[src/hw/rtl/iqed_pkg.sv]
// Shared types and constants for the I/Q energy detector with clear-channel assessment.
// Used by iqed_ctrl, iqed_dp and iq_energy_detector_cca_top; depends on nothing else.
`default_nettype none
package iqed_pkg;

	localparam int SAMPLE_WIDTH = 16;
	localparam int MAX_BLOCK    = 4096;
	localparam int COUNT_WIDTH  = 32;
	localparam int BLK_W        = 13;
	localparam int EST_W        = 48;
	localparam int CFG_ADDR_W   = 2;
	localparam int CFG_DATA_W   = 28;
	localparam int S_DATA_W     = 56;
	localparam int M_DATA_W     = 16;

	localparam logic [CFG_ADDR_W-1:0] REG_ALPHA       = 2'd0;
	localparam logic [CFG_ADDR_W-1:0] REG_SAMPLE_RATE = 2'd1;
	localparam logic [CFG_ADDR_W-1:0] REG_BLOCK_SIZE  = 2'd2;
	localparam logic [CFG_ADDR_W-1:0] REG_PROBE       = 2'd3;

	localparam logic [15:0] ALPHA_RESET = 16'd13107;
	localparam logic [19:0] US_PER_SEC  = 20'd1000000;
	// x / 1000000 is (x >> 6) / 15625; the divide by 15625 multiplies by
	// ceil(2^45 / 15625), which overshoots by at most one for a 42-bit dividend.
	localparam logic [31:0] RCP_M       = 32'd2251799814;
	localparam logic [31:0] DB_K        = 32'd197283;
	localparam logic [39:0] DB_OFS      = 40'((64'd1 << 23) - (64'd197283 << 20));
	localparam logic [15:0] DB_MIN      = 16'h8000;
	localparam logic [5:0]  MSB_POS     = 6'd47;

	typedef enum logic [4:0] {
		OP_NONE,
		OP_LOAD,
		OP_PW_I,
		OP_PW_Q,
		OP_E0,
		OP_E1,
		OP_E2,
		OP_UPD,
		OP_NORM_INIT,
		OP_NORM,
		OP_SQR,
		OP_DBM,
		OP_OUT,
		OP_TMUL,
		OP_RCP_LO,
		OP_RCP_HI,
		OP_RCP_FIX,
		OP_TGT
	} dp_op_t;

	typedef struct packed {
		dp_op_t     op;
		logic [3:0] sq_bit;
	} dp_cmd_t;

	typedef struct packed {
		logic in_cmd;
		logic last;
		logic do_log;
		logic est_zero;
		logic norm_top;
		logic out_free;
	} dp_sts_t;

endpackage
`default_nettype wire

[src/hw/rtl/iqed_ctrl.sv]
// Controller of the energy detector: sequences the shared multiplier, the
// normalizer, the log squarer and the reciprocal divide. Depends on iqed_pkg.
`default_nettype none
module iqed_ctrl import iqed_pkg::*; (
	input  wire logic    clk,
	input  wire logic    arst_n,
	input  wire logic    s_tvalid,
	output logic         s_tready,
	output dp_cmd_t      cmd,
	input  wire dp_sts_t sts
);

	typedef enum logic [15:0] {
		ST_IDLE = 16'b0000000000000001,
		ST_PW_I = 16'b0000000000000010,
		ST_PW_Q = 16'b0000000000000100,
		ST_E0   = 16'b0000000000001000,
		ST_E1   = 16'b0000000000010000,
		ST_E2   = 16'b0000000000100000,
		ST_UPD  = 16'b0000000001000000,
		ST_LOGI = 16'b0000000010000000,
		ST_NORM = 16'b0000000100000000,
		ST_SQR  = 16'b0000001000000000,
		ST_DBM  = 16'b0000010000000000,
		ST_OUT  = 16'b0000100000000000,
		ST_TMUL = 16'b0001000000000000,
		ST_RLO  = 16'b0010000000000000,
		ST_RHI  = 16'b0100000000000000,
		ST_FIX  = 16'b1000000000000000
	} state_t;

	state_t     state_q, state_d;
	logic [3:0] cnt_q, cnt_d;
	logic       tgt_q, tgt_d;

	assign s_tready = (state_q == ST_IDLE) && !tgt_q;

	always_comb begin
		state_d    = state_q;
		cnt_d      = cnt_q;
		tgt_d      = 1'b0;
		cmd.op     = OP_NONE;
		cmd.sq_bit = 4'd15 - cnt_q;
		case (state_q)
			ST_IDLE: begin
				if (tgt_q) begin
					cmd.op = OP_TGT;
				end else if (s_tvalid) begin
					cmd.op  = OP_LOAD;
					state_d = sts.in_cmd ? ST_TMUL : ST_PW_I;
				end
			end
			ST_PW_I: begin
				cmd.op  = OP_PW_I;
				state_d = ST_PW_Q;
			end
			ST_PW_Q: begin
				cmd.op  = OP_PW_Q;
				state_d = ST_E0;
			end
			ST_E0: begin
				cmd.op  = OP_E0;
				state_d = ST_E1;
			end
			ST_E1: begin
				cmd.op  = OP_E1;
				state_d = ST_E2;
			end
			ST_E2: begin
				cmd.op  = OP_E2;
				state_d = ST_UPD;
			end
			ST_UPD: begin
				cmd.op  = OP_UPD;
				state_d = sts.last ? ST_LOGI : ST_IDLE;
			end
			ST_LOGI: begin
				cmd.op  = OP_NORM_INIT;
				state_d = (!sts.do_log || sts.est_zero) ? ST_OUT : ST_NORM;
			end
			ST_NORM: begin
				cmd.op = OP_NORM;
				if (sts.norm_top) begin
					state_d = ST_SQR;
					cnt_d   = '0;
				end
			end
			ST_SQR: begin
				cmd.op = OP_SQR;
				cnt_d  = cnt_q + 4'd1;
				if (cnt_q == 4'd15) begin
					state_d = ST_DBM;
				end
			end
			ST_DBM: begin
				cmd.op  = OP_DBM;
				state_d = ST_OUT;
			end
			ST_OUT: begin
				cmd.op = OP_OUT;
				if (sts.out_free) begin
					state_d = ST_IDLE;
				end
			end
			ST_TMUL: begin
				cmd.op  = OP_TMUL;
				state_d = ST_RLO;
			end
			ST_RLO: begin
				cmd.op  = OP_RCP_LO;
				state_d = ST_RHI;
			end
			ST_RHI: begin
				cmd.op  = OP_RCP_HI;
				state_d = ST_FIX;
			end
			ST_FIX: begin
				cmd.op  = OP_RCP_FIX;
				state_d = ST_IDLE;
				tgt_d   = 1'b1;
			end
			default: begin
				state_d = ST_IDLE;
			end
		endcase
	end

	always_ff @(posedge clk or negedge arst_n) begin
		if (!arst_n) begin
			state_q <= ST_IDLE;
			cnt_q   <= '0;
			tgt_q   <= 1'b0;
		end else begin
			state_q <= state_d;
			cnt_q   <= cnt_d;
			tgt_q   <= tgt_d;
		end
	end

	a_div_len: assert property (@(posedge clk) disable iff (!arst_n)
		(state_q == ST_FIX) |=> tgt_q && state_q == ST_IDLE)
		else $error("quotient correction did not hand over to the target update");
	a_sqr_len: assert property (@(posedge clk) disable iff (!arst_n)
		(state_q == ST_SQR && cnt_q == 4'd15) |=> state_q == ST_DBM)
		else $error("log squaring did not end after sixteen steps");
	a_no_accept_busy: assert property (@(posedge clk) disable iff (!arst_n)
		(state_q == ST_OUT && !sts.out_free) |=> state_q == ST_OUT && !s_tready)
		else $error("item taken while a result was stalled");

endmodule
`default_nettype wire

[src/hw/rtl/iqed_dp.sv]
// Datapath of the energy detector: config registers, IIR estimate, CCA counters,
// shared 32x32 multiplier, normalizer, log squarer, reciprocal divide and output register.
// Depends on iqed_pkg.
`default_nettype none
module iqed_dp import iqed_pkg::*; (
	input  wire logic                  clk,
	input  wire logic                  arst_n,
	input  wire logic                  cfg_we,
	input  wire logic [CFG_ADDR_W-1:0] cfg_addr,
	input  wire logic [CFG_DATA_W-1:0] cfg_wdata,
	input  wire logic [S_DATA_W-1:0]   s_tdata,
	input  wire logic                  s_tuser,
	input  wire logic                  s_tlast,
	input  wire logic                  m_tready,
	output logic                       m_tvalid,
	output logic [M_DATA_W-1:0]        m_tdata,
	output logic [1:0]                 m_tuser,
	input  wire dp_cmd_t               cmd,
	output dp_sts_t                    sts
);

	logic [15:0] alpha_q;
	logic [27:0] rate_q;
	logic [BLK_W-1:0] bsize_q;
	logic        probe_q;

	logic [15:0] i_q, q_q;
	logic [19:0] us_q;
	logic        last_q;

	logic [EST_W-1:0]       est_q;
	logic [BLK_W-1:0]       blk_q;
	logic                   active_q;
	logic [COUNT_WIDTH-1:0] ccnt_q, target_q;

	logic [31:0] pw_q;
	logic [63:0] acc_q;
	logic [EST_W-1:0] norm_q;
	logic [5:0]  pos_q;
	logic [15:0] frac_q;
	logic [15:0] db_q;
	logic [EST_W-1:0] qr_q;

	logic        out_valid_q;
	logic [15:0] out_db_q;
	logic        out_val_q, out_done_q;

	logic [31:0] mul_a, mul_b;
	logic [63:0] prod;
	logic [16:0] i_mag, q_mag, one_m_alpha;
	logic signed [16:0] i_ext, q_ext;
	logic [63:0] acc_upd;
	logic [39:0] db_sum;
	logic [29:0] rcp_q0;
	logic [32:0] ccnt_sum;
	logic [COUNT_WIDTH-1:0] quot, tgt_new;
	logic        out_free;

	assign i_ext       = {i_q[15], i_q};
	assign q_ext       = {q_q[15], q_q};
	assign i_mag       = i_ext[16] ? 17'(-i_ext) : 17'(i_ext);
	assign q_mag       = q_ext[16] ? 17'(-q_ext) : 17'(q_ext);
	assign one_m_alpha = 17'h10000 - {1'b0, alpha_q};

	always_comb begin
		mul_a = '0;
		mul_b = '0;
		case (cmd.op)
			OP_PW_I: begin
				mul_a = 32'(i_mag);
				mul_b = 32'(i_mag);
			end
			OP_PW_Q: begin
				mul_a = 32'(q_mag);
				mul_b = 32'(q_mag);
			end
			OP_E0: begin
				mul_a = 32'(one_m_alpha);
				mul_b = 32'(est_q[15:0]);
			end
			OP_E1: begin
				mul_a = 32'(one_m_alpha);
				mul_b = 32'(est_q[31:16]);
			end
			OP_E2: begin
				mul_a = 32'(one_m_alpha);
				mul_b = 32'(est_q[47:32]);
			end
			OP_UPD: begin
				mul_a = 32'(alpha_q);
				mul_b = pw_q;
			end
			OP_SQR: begin
				mul_a = norm_q[47:16];
				mul_b = norm_q[47:16];
			end
			OP_DBM: begin
				mul_a = 32'({pos_q, frac_q});
				mul_b = DB_K;
			end
			OP_TMUL: begin
				mul_a = 32'(us_q);
				mul_b = 32'(rate_q);
			end
			OP_RCP_LO: begin
				mul_a = qr_q[37:6];
				mul_b = RCP_M;
			end
			OP_RCP_HI: begin
				mul_a = 32'(qr_q[47:38]);
				mul_b = RCP_M;
			end
			OP_RCP_FIX: begin
				mul_a = 32'(rcp_q0);
				mul_b = 32'(US_PER_SEC);
			end
			default: begin
				mul_a = '0;
				mul_b = '0;
			end
		endcase
	end

	assign prod     = {32'd0, mul_a} * {32'd0, mul_b};
	assign acc_upd  = acc_q + {prod[47:0], 16'd0};
	assign db_sum   = prod[39:0] + DB_OFS;
	// Quotient estimate: the full product shifted down by 45 bits.
	assign rcp_q0   = acc_q[42:13];
	assign ccnt_sum = {1'b0, ccnt_q} + 33'(blk_q);
	assign quot     = (qr_q[47:32] != 16'd0) ? '1 : qr_q[31:0];
	assign tgt_new  = (quot < 32'(bsize_q)) ? 32'(bsize_q) : quot;
	assign out_free = !out_valid_q || m_tready;

	always_ff @(posedge clk or negedge arst_n) begin
		if (!arst_n) begin
			alpha_q <= ALPHA_RESET;
			rate_q  <= '0;
			bsize_q <= '0;
			probe_q <= 1'b0;
		end else if (cfg_we) begin
			case (cfg_addr)
				REG_ALPHA:       alpha_q <= cfg_wdata[15:0];
				REG_SAMPLE_RATE: rate_q  <= cfg_wdata[27:0];
				REG_BLOCK_SIZE:  bsize_q <= cfg_wdata[BLK_W-1:0];
				REG_PROBE:       probe_q <= cfg_wdata[0];
				default: begin
				end
			endcase
		end
	end

	// Architectural state and the output register.
	always_ff @(posedge clk or negedge arst_n) begin
		if (!arst_n) begin
			est_q       <= '0;
			blk_q       <= '0;
			active_q    <= 1'b0;
			ccnt_q      <= '0;
			target_q    <= '0;
			out_valid_q <= 1'b0;
		end else begin
			if (cmd.op == OP_OUT && out_free) begin
				out_valid_q <= 1'b1;
			end else if (m_tready) begin
				out_valid_q <= 1'b0;
			end
			case (cmd.op)
				OP_UPD: begin
					est_q <= acc_upd[63:16];
					if (blk_q < BLK_W'(MAX_BLOCK)) begin
						blk_q <= blk_q + BLK_W'(1);
					end
				end
				OP_TGT: begin
					target_q <= tgt_new;
					active_q <= 1'b1;
				end
				OP_OUT: begin
					if (out_free) begin
						est_q <= '0;
						blk_q <= '0;
						if (active_q) begin
							if (ccnt_q < target_q) begin
								ccnt_q <= ccnt_sum[32] ? '1 : ccnt_sum[31:0];
							end else begin
								active_q <= 1'b0;
								ccnt_q   <= '0;
							end
						end
					end
				end
				default: begin
				end
			endcase
		end
	end

	// Working registers; no reset needed.
	always_ff @(posedge clk) begin
		case (cmd.op)
			OP_LOAD: begin
				i_q    <= s_tdata[15:0];
				q_q    <= s_tdata[31:16];
				us_q   <= s_tdata[51:32];
				last_q <= s_tlast;
			end
			OP_PW_I: pw_q  <= prod[31:0];
			OP_PW_Q: pw_q  <= pw_q + prod[31:0];
			OP_E0:   acc_q <= prod;
			OP_E1:   acc_q <= acc_q + {prod[47:0], 16'd0};
			OP_E2:   acc_q <= acc_q + {prod[31:0], 32'd0};
			OP_NORM_INIT: begin
				norm_q <= est_q;
				pos_q  <= MSB_POS;
				frac_q <= '0;
				db_q   <= (probe_q || active_q) ? DB_MIN : 16'd0;
			end
			OP_NORM: begin
				if (!norm_q[47]) begin
					norm_q <= {norm_q[46:0], 1'b0};
					pos_q  <= pos_q - 6'd1;
				end
			end
			OP_SQR: begin
				// The mantissa stays Q1.31; a square of two or more yields a log bit.
				if (prod[63]) begin
					norm_q[47:16]      <= prod[63:32];
					frac_q[cmd.sq_bit] <= 1'b1;
				end else begin
					norm_q[47:16] <= prod[62:31];
				end
			end
			OP_DBM: db_q <= db_sum[39:24];
			OP_TMUL: qr_q <= prod[47:0];
			OP_RCP_LO: acc_q <= prod;
			OP_RCP_HI: acc_q <= prod + {32'd0, acc_q[63:32]};
			OP_RCP_FIX: begin
				// The estimate is exact or one too large.
				qr_q <= (prod > 64'(qr_q)) ? 48'(rcp_q0) - 48'd1 : 48'(rcp_q0);
			end
			OP_OUT: begin
				if (out_free) begin
					out_db_q   <= db_q;
					out_val_q  <= active_q && (ccnt_q < target_q);
					out_done_q <= active_q && !(ccnt_q < target_q);
				end
			end
			default: begin
			end
		endcase
	end

	assign m_tvalid = out_valid_q;
	assign m_tdata  = out_db_q;
	assign m_tuser  = {out_done_q, out_val_q};

	assign sts.in_cmd   = s_tuser;
	assign sts.last     = last_q;
	assign sts.do_log   = probe_q || active_q;
	assign sts.est_zero = (est_q == '0);
	assign sts.norm_top = norm_q[47];
	assign sts.out_free = out_free;

	a_flags_excl: assert property (@(posedge clk) disable iff (!arst_n)
		m_tvalid |-> !(m_tuser[0] && m_tuser[1]))
		else $error("result tagged both as CCA value and as CCA done");
	a_done_ends: assert property (@(posedge clk) disable iff (!arst_n)
		(cmd.op == OP_OUT && out_free && active_q && !(ccnt_q < target_q))
		|=> !active_q && ccnt_q == '0)
		else $error("CCA done block did not end the measurement");
	a_est_clear: assert property (@(posedge clk) disable iff (!arst_n)
		(cmd.op == OP_OUT && out_free) |=> est_q == '0 && blk_q == '0)
		else $error("block state not cleared after a result");

endmodule
`default_nettype wire

[src/hw/rtl/iq_energy_detector_cca_top.sv]
// Sample item: two squares, three partial products of the IIR update and the update, all on
// one shared 32x32 multiplier; the next item is accepted after the update.
// Block-ending sample: after the update, a leading-one shift, 16 log squarings and dB scaling,
// or no log at all; the result then waits while an earlier one is not yet taken, and the
// next accept follows. CCA request: product, divide by 10^6, correction. One item at a time.
// Reset (arst_n low, asynchronous) clears estimate, counters, CCA state; config to defaults.
`default_nettype none
module iq_energy_detector_cca_top import iqed_pkg::*; (
	input  wire logic                  clk,
	input  wire logic                  arst_n,
	input  wire logic                  cfg_we,
	input  wire logic [CFG_ADDR_W-1:0] cfg_addr,
	input  wire logic [CFG_DATA_W-1:0] cfg_wdata,
	input  wire logic                  s_tvalid,
	output logic                       s_tready,
	input  wire logic [S_DATA_W-1:0]   s_tdata,  // i_sample, q_sample, cca_time_us, zero pad
	input  wire logic                  s_tuser,  // command
	input  wire logic                  s_tlast,  // last_sample
	output logic                       m_tvalid,
	input  wire logic                  m_tready,
	output logic [M_DATA_W-1:0]        m_tdata,  // energy_db
	output logic [1:0]                 m_tuser   // cca_value, cca_done
);

	dp_cmd_t cmd;
	dp_sts_t sts;

	iqed_ctrl u_ctrl (
		.clk      (clk),
		.arst_n   (arst_n),
		.s_tvalid (s_tvalid),
		.s_tready (s_tready),
		.cmd      (cmd),
		.sts      (sts)
	);

	iqed_dp u_dp (
		.clk       (clk),
		.arst_n    (arst_n),
		.cfg_we    (cfg_we),
		.cfg_addr  (cfg_addr),
		.cfg_wdata (cfg_wdata),
		.s_tdata   (s_tdata),
		.s_tuser   (s_tuser),
		.s_tlast   (s_tlast),
		.m_tready  (m_tready),
		.m_tvalid  (m_tvalid),
		.m_tdata   (m_tdata),
		.m_tuser   (m_tuser),
		.cmd       (cmd),
		.sts       (sts)
	);

endmodule
`default_nettype wire
[config.mk]
export PLATFORM = sky130hd
export DESIGN_NAME = iq_energy_detector_cca_top
export DESIGN_NICKNAME = d
export VERILOG_FILES = /design/src/hw/rtl/iqed_pkg.sv /design/src/hw/rtl/iqed_ctrl.sv /design/src/hw/rtl/iqed_dp.sv /design/src/hw/rtl/iq_energy_detector_cca_top.sv
export SDC_FILE = /design/constraint.sdc
export NUM_CORES = 2
export LEC_CHECK = 0
export BUFFER_PORTS_ARGS = -buffer_cell sky130_fd_sc_hd__buf_2
export CAP_MARGIN = 5
export CORE_MARGIN = 1
export CORE_UTILIZATION = 25
export CTS_BUF_LIST = sky130_fd_sc_hd__clkbuf_4
export DETAILED_ROUTE_END_ITERATION = 8
export GPL_ROUTABILITY_DRIVEN = 1
export SYNTH_ARGS = -nofsm -noshare
export SYNTH_HDL_FRONTEND = slang
export SYNTH_SLANG_ARGS = --single-unit
[constraint.sdc]
create_clock -name clk -period 13.6 [get_ports clk]
set_input_delay 2.72 -clock clk [delete_from_list [all_inputs] [get_ports clk]]
set_output_delay 2.72 -clock clk [all_outputs]
set_load 0.005 [all_outputs]
==> impl_metrics.yaml <==
timing:
  slew_violations: 0
  fmax_mhz: 74.7
  maxSlewHeadroom_pct: 14.6
  setup_ws_ns: 0.207
  fin_skew_ns: 0.127
  finalHoldViolCount: 0
  min_period_ns: 13.39
  worst_pin_slew_ns: 1.27
  setup_tns_ns: 0
  timing.hold.ws_ns: 0.403
  rsz0062_at_grt: "true"
  finalCritPeriodShare_pct: 98.5
  setup_viol: 0
clock_tree:
  clockBufferDepth: 3
  cts_root_buf: "clkbuf_4"
  cts_made_buffers: 146
  htreeDepth: 4
  cts.sinks: 494
  clk_pin_slew_ns: 0.08
  postCtsHoldBufs: 0
  cts_tree: "done"
  worst_skew_pair.late_latency_ns: 1.16
drt:
  dr.pass1.iters: 9
  ant_nets: 0
  routed_wl_mm: 282
  wl_per_cell_um: 23.4
  avgViaCountPerCell: 5.06
  vias: 60867
  drc: 8
  drtIter0Drc: 6931
synth:
  synth_top_cell_by_area: "fa_1"
  synth_top_family_by_area: "adder cells"
  avgSynthCellArea_um2: 8.85
  ys.flop_type: "edfxtp_1"
  synth_compound_area_share_pct: 13.2
  synth_fp_nets: 9013
  async_reset_ff_share_pct: 41.7
  ys_ff_latch: 494
  syn_area_mm2: 0.0667
  synthCells: 7533
  ys_types: 110
  synth_fa_ha_area_share_pct: 36.2
  synth-seq-area-share_pct: 20.7
  synthXorXnorAreaFrac_pct: 3.58
  synth.top_cell.area_share_pct: 27.0
  yosysWarnings: 0
  muxShareOfSynthArea_pct: 1.56
  synth-simple-area-share_pct: 16.1
  synth.area.top_cells: "fa_1 27%, edfxtp_1 13%, ha_1 9.1%"
  synth-edff-count: 288
floorplan:
  io-pin-count: 113
  fp-row-count: 189
  fp.coreArea_mm2: 0.265
  fp.dieW_um: 518
  die_h_um: 518
  start_util_pct: 25.2
  dieArea_mm2: 0.269
cells_and_area:
  mostFrequentLayoutCell: "inv_1"
  drive_above_1_share_pct: 18.1
  fillers: 27992
  multi_input_area_mm2: 0.0477
  fin_nets: 9859
  stdcell_area_mm2: 0.0808
  seq_area_mm2: 0.0138
  area_growth_pct: 21.2
  final_cell_mix: "1,158 x inv_1, 1,024 x nand2_1, 896 x fa_1, 878 x buf_4, 738 x nor2_1"
critical_path:
  reg2reg_depth: 50
  crit_required_ns: 14.45
  path_max_fanout: 17
  crit_path_max_incr_delay_ns: 0.62
  rrSetupSlack_ns: 0.22
  critPathKind: "input pin to flop"
  r2r-start: "u_ctrl.state_q[5]"
  arrival_ns: 14.25
  r2r-end: "u_dp.qr_q[2]"
  slowest_stage: "or4_4"
  end_kind: "flop"
  crit_path_frequent_cell: "fa_1"
  start_kind: "input pin"
min_path:
  hold_path_class: "flop to flop"
  holdPathEnd: "u_dp.m_tdata[7]"
  min_path_cells: 0
  min-delay-start: "u_dp.db_q[7]"
power_and_ir_drop:
  peakVddDrop_v: 0.0000937
  leakagePower_uw: 0.0381
  p_per_area_mw_per_mm2: 89.3
flow_run:
  cap_violations: 0
place:
  io_buffer_count: 108
  dpl_worst_slack_ns: -0.973
  dpl_cell_area_mm2: 0.0781
  dp_hpwl_mm: 230
  gp_congestion: 1.04
global_route:
  grt-ovfl-total: 0
  grt_pass1_vias: 59450
  grt_max_degree: 85
  grt_usage_pct: 20.6
  antenna_found_initial: 24
  grt_pass1_wl_mm: 408
run_status:
  violations: "design-rule violations"
  status: "finished with violations"
## registers in the layout, indices dropped and copies added, names as in the netlist, 20 cells and up
register,flops
u_dp.rate_q,28
u_dp.ccnt_q,32
u_dp.us_q,20
u_dp.est_q,48
u_dp.target_q,32
u_dp.acc_q,51
u_dp.norm_q,48
u_dp.pw_q,32
u_dp.qr_q,48
## Yosys cell counts, drive strengths merged (99+ instances only)
| library cell | instances |
|---|---|
| inv | 1162 |
| nand2 | 1026 |
| fa | 900 |
| nor2 | 749 |
| ha | 487 |
| o21ai | 413 |
| a21oi | 322 |
| edfxtp | 288 |
| clkbuf | 287 |
| dfrtp | 197 |
| xnor2 | 150 |
| xor2 | 121 |
| nand3 | 116 |
| a21o | 111 |
| a22oi | 99 |
## power breakdown
part	switching [uW]	total, uW	internal, uW
Sequential	181	1960	1780
Combinational	2220	3660	1450
Clock	770	1590	821
## timing repair
action,in CTS,in global routing
gates cloned,0,2
endpoints found under the setup margin,54,95
buffers inserted,0,21
pin swaps,0,32
resized for setup,6,107
## cell type report
cell class	instances	area share, %
multi-input combinational	5514	59.0
sequential	494	17.1
timing repair buffer	1056	10.5
tap	3533	5.47
inverter	1167	5.44
clock buffer	219	2.03
clock inverter	50	0.426
antenna	5	0.0155
## stage by stage
step	instances	util, %	power [uW]
final	12038	30.5	7220
after global routing	12037	30.5	7490
after CTS	12010	30.2	7060
after detailed placement	11741	29.5	5460
after global placement	11741	29.5	5450
after floorplan	7533	-	3510
## worst max-delay path, delay by kind of cell
kind | cells | cell delay [ns]
buf+inv | 16 | 2.07
xor+xnor | 3 | 0.46
fa+ha+maj | 10 | 4.38
simple gates | 11 | 3.09
compound gates | 8 | 1.51
## worst max-delay path by stage
stage                  startpoint             end  slack (ns)  cells after the start
3_3_place_gp             s_tvalid  u_dp.acc_q[63]       -0.94                     47
5_1_grt        u_ctrl.state_q[13]  u_dp.acc_q[63]       -0.17                     53
3_5_place_dp             s_tvalid  u_dp.acc_q[63]       -0.97                     47
2_1_floorplan            s_tvalid   u_dp.qr_q[22]        0.55                     44
4_1_cts        u_ctrl.state_q[12]  u_dp.acc_q[63]      -0.005                     50
6_report                 s_tvalid    u_dp.qr_q[2]        0.21                     48
## layer usage
layer	vias to the layer above	share of wire [%]	global-route usage, %
met2	3305	42	30.6
met5	-	0.073	0.196
met1	30189	39	26.8
met4	22	7.4	12.7
met3	762	11	5.23
li1	26589	-	-
## cells by family after synthesis
family	Yosys count
AND/OR/NAND/NOR	2413
multiplexers	97
buffers and inverters	1526
AO/OA/AOI/OAI	1345
adder cells (fa/ha/maj)	1387
flip-flops	494
XOR/XNOR	271
(Power assumes the default switching activity.)
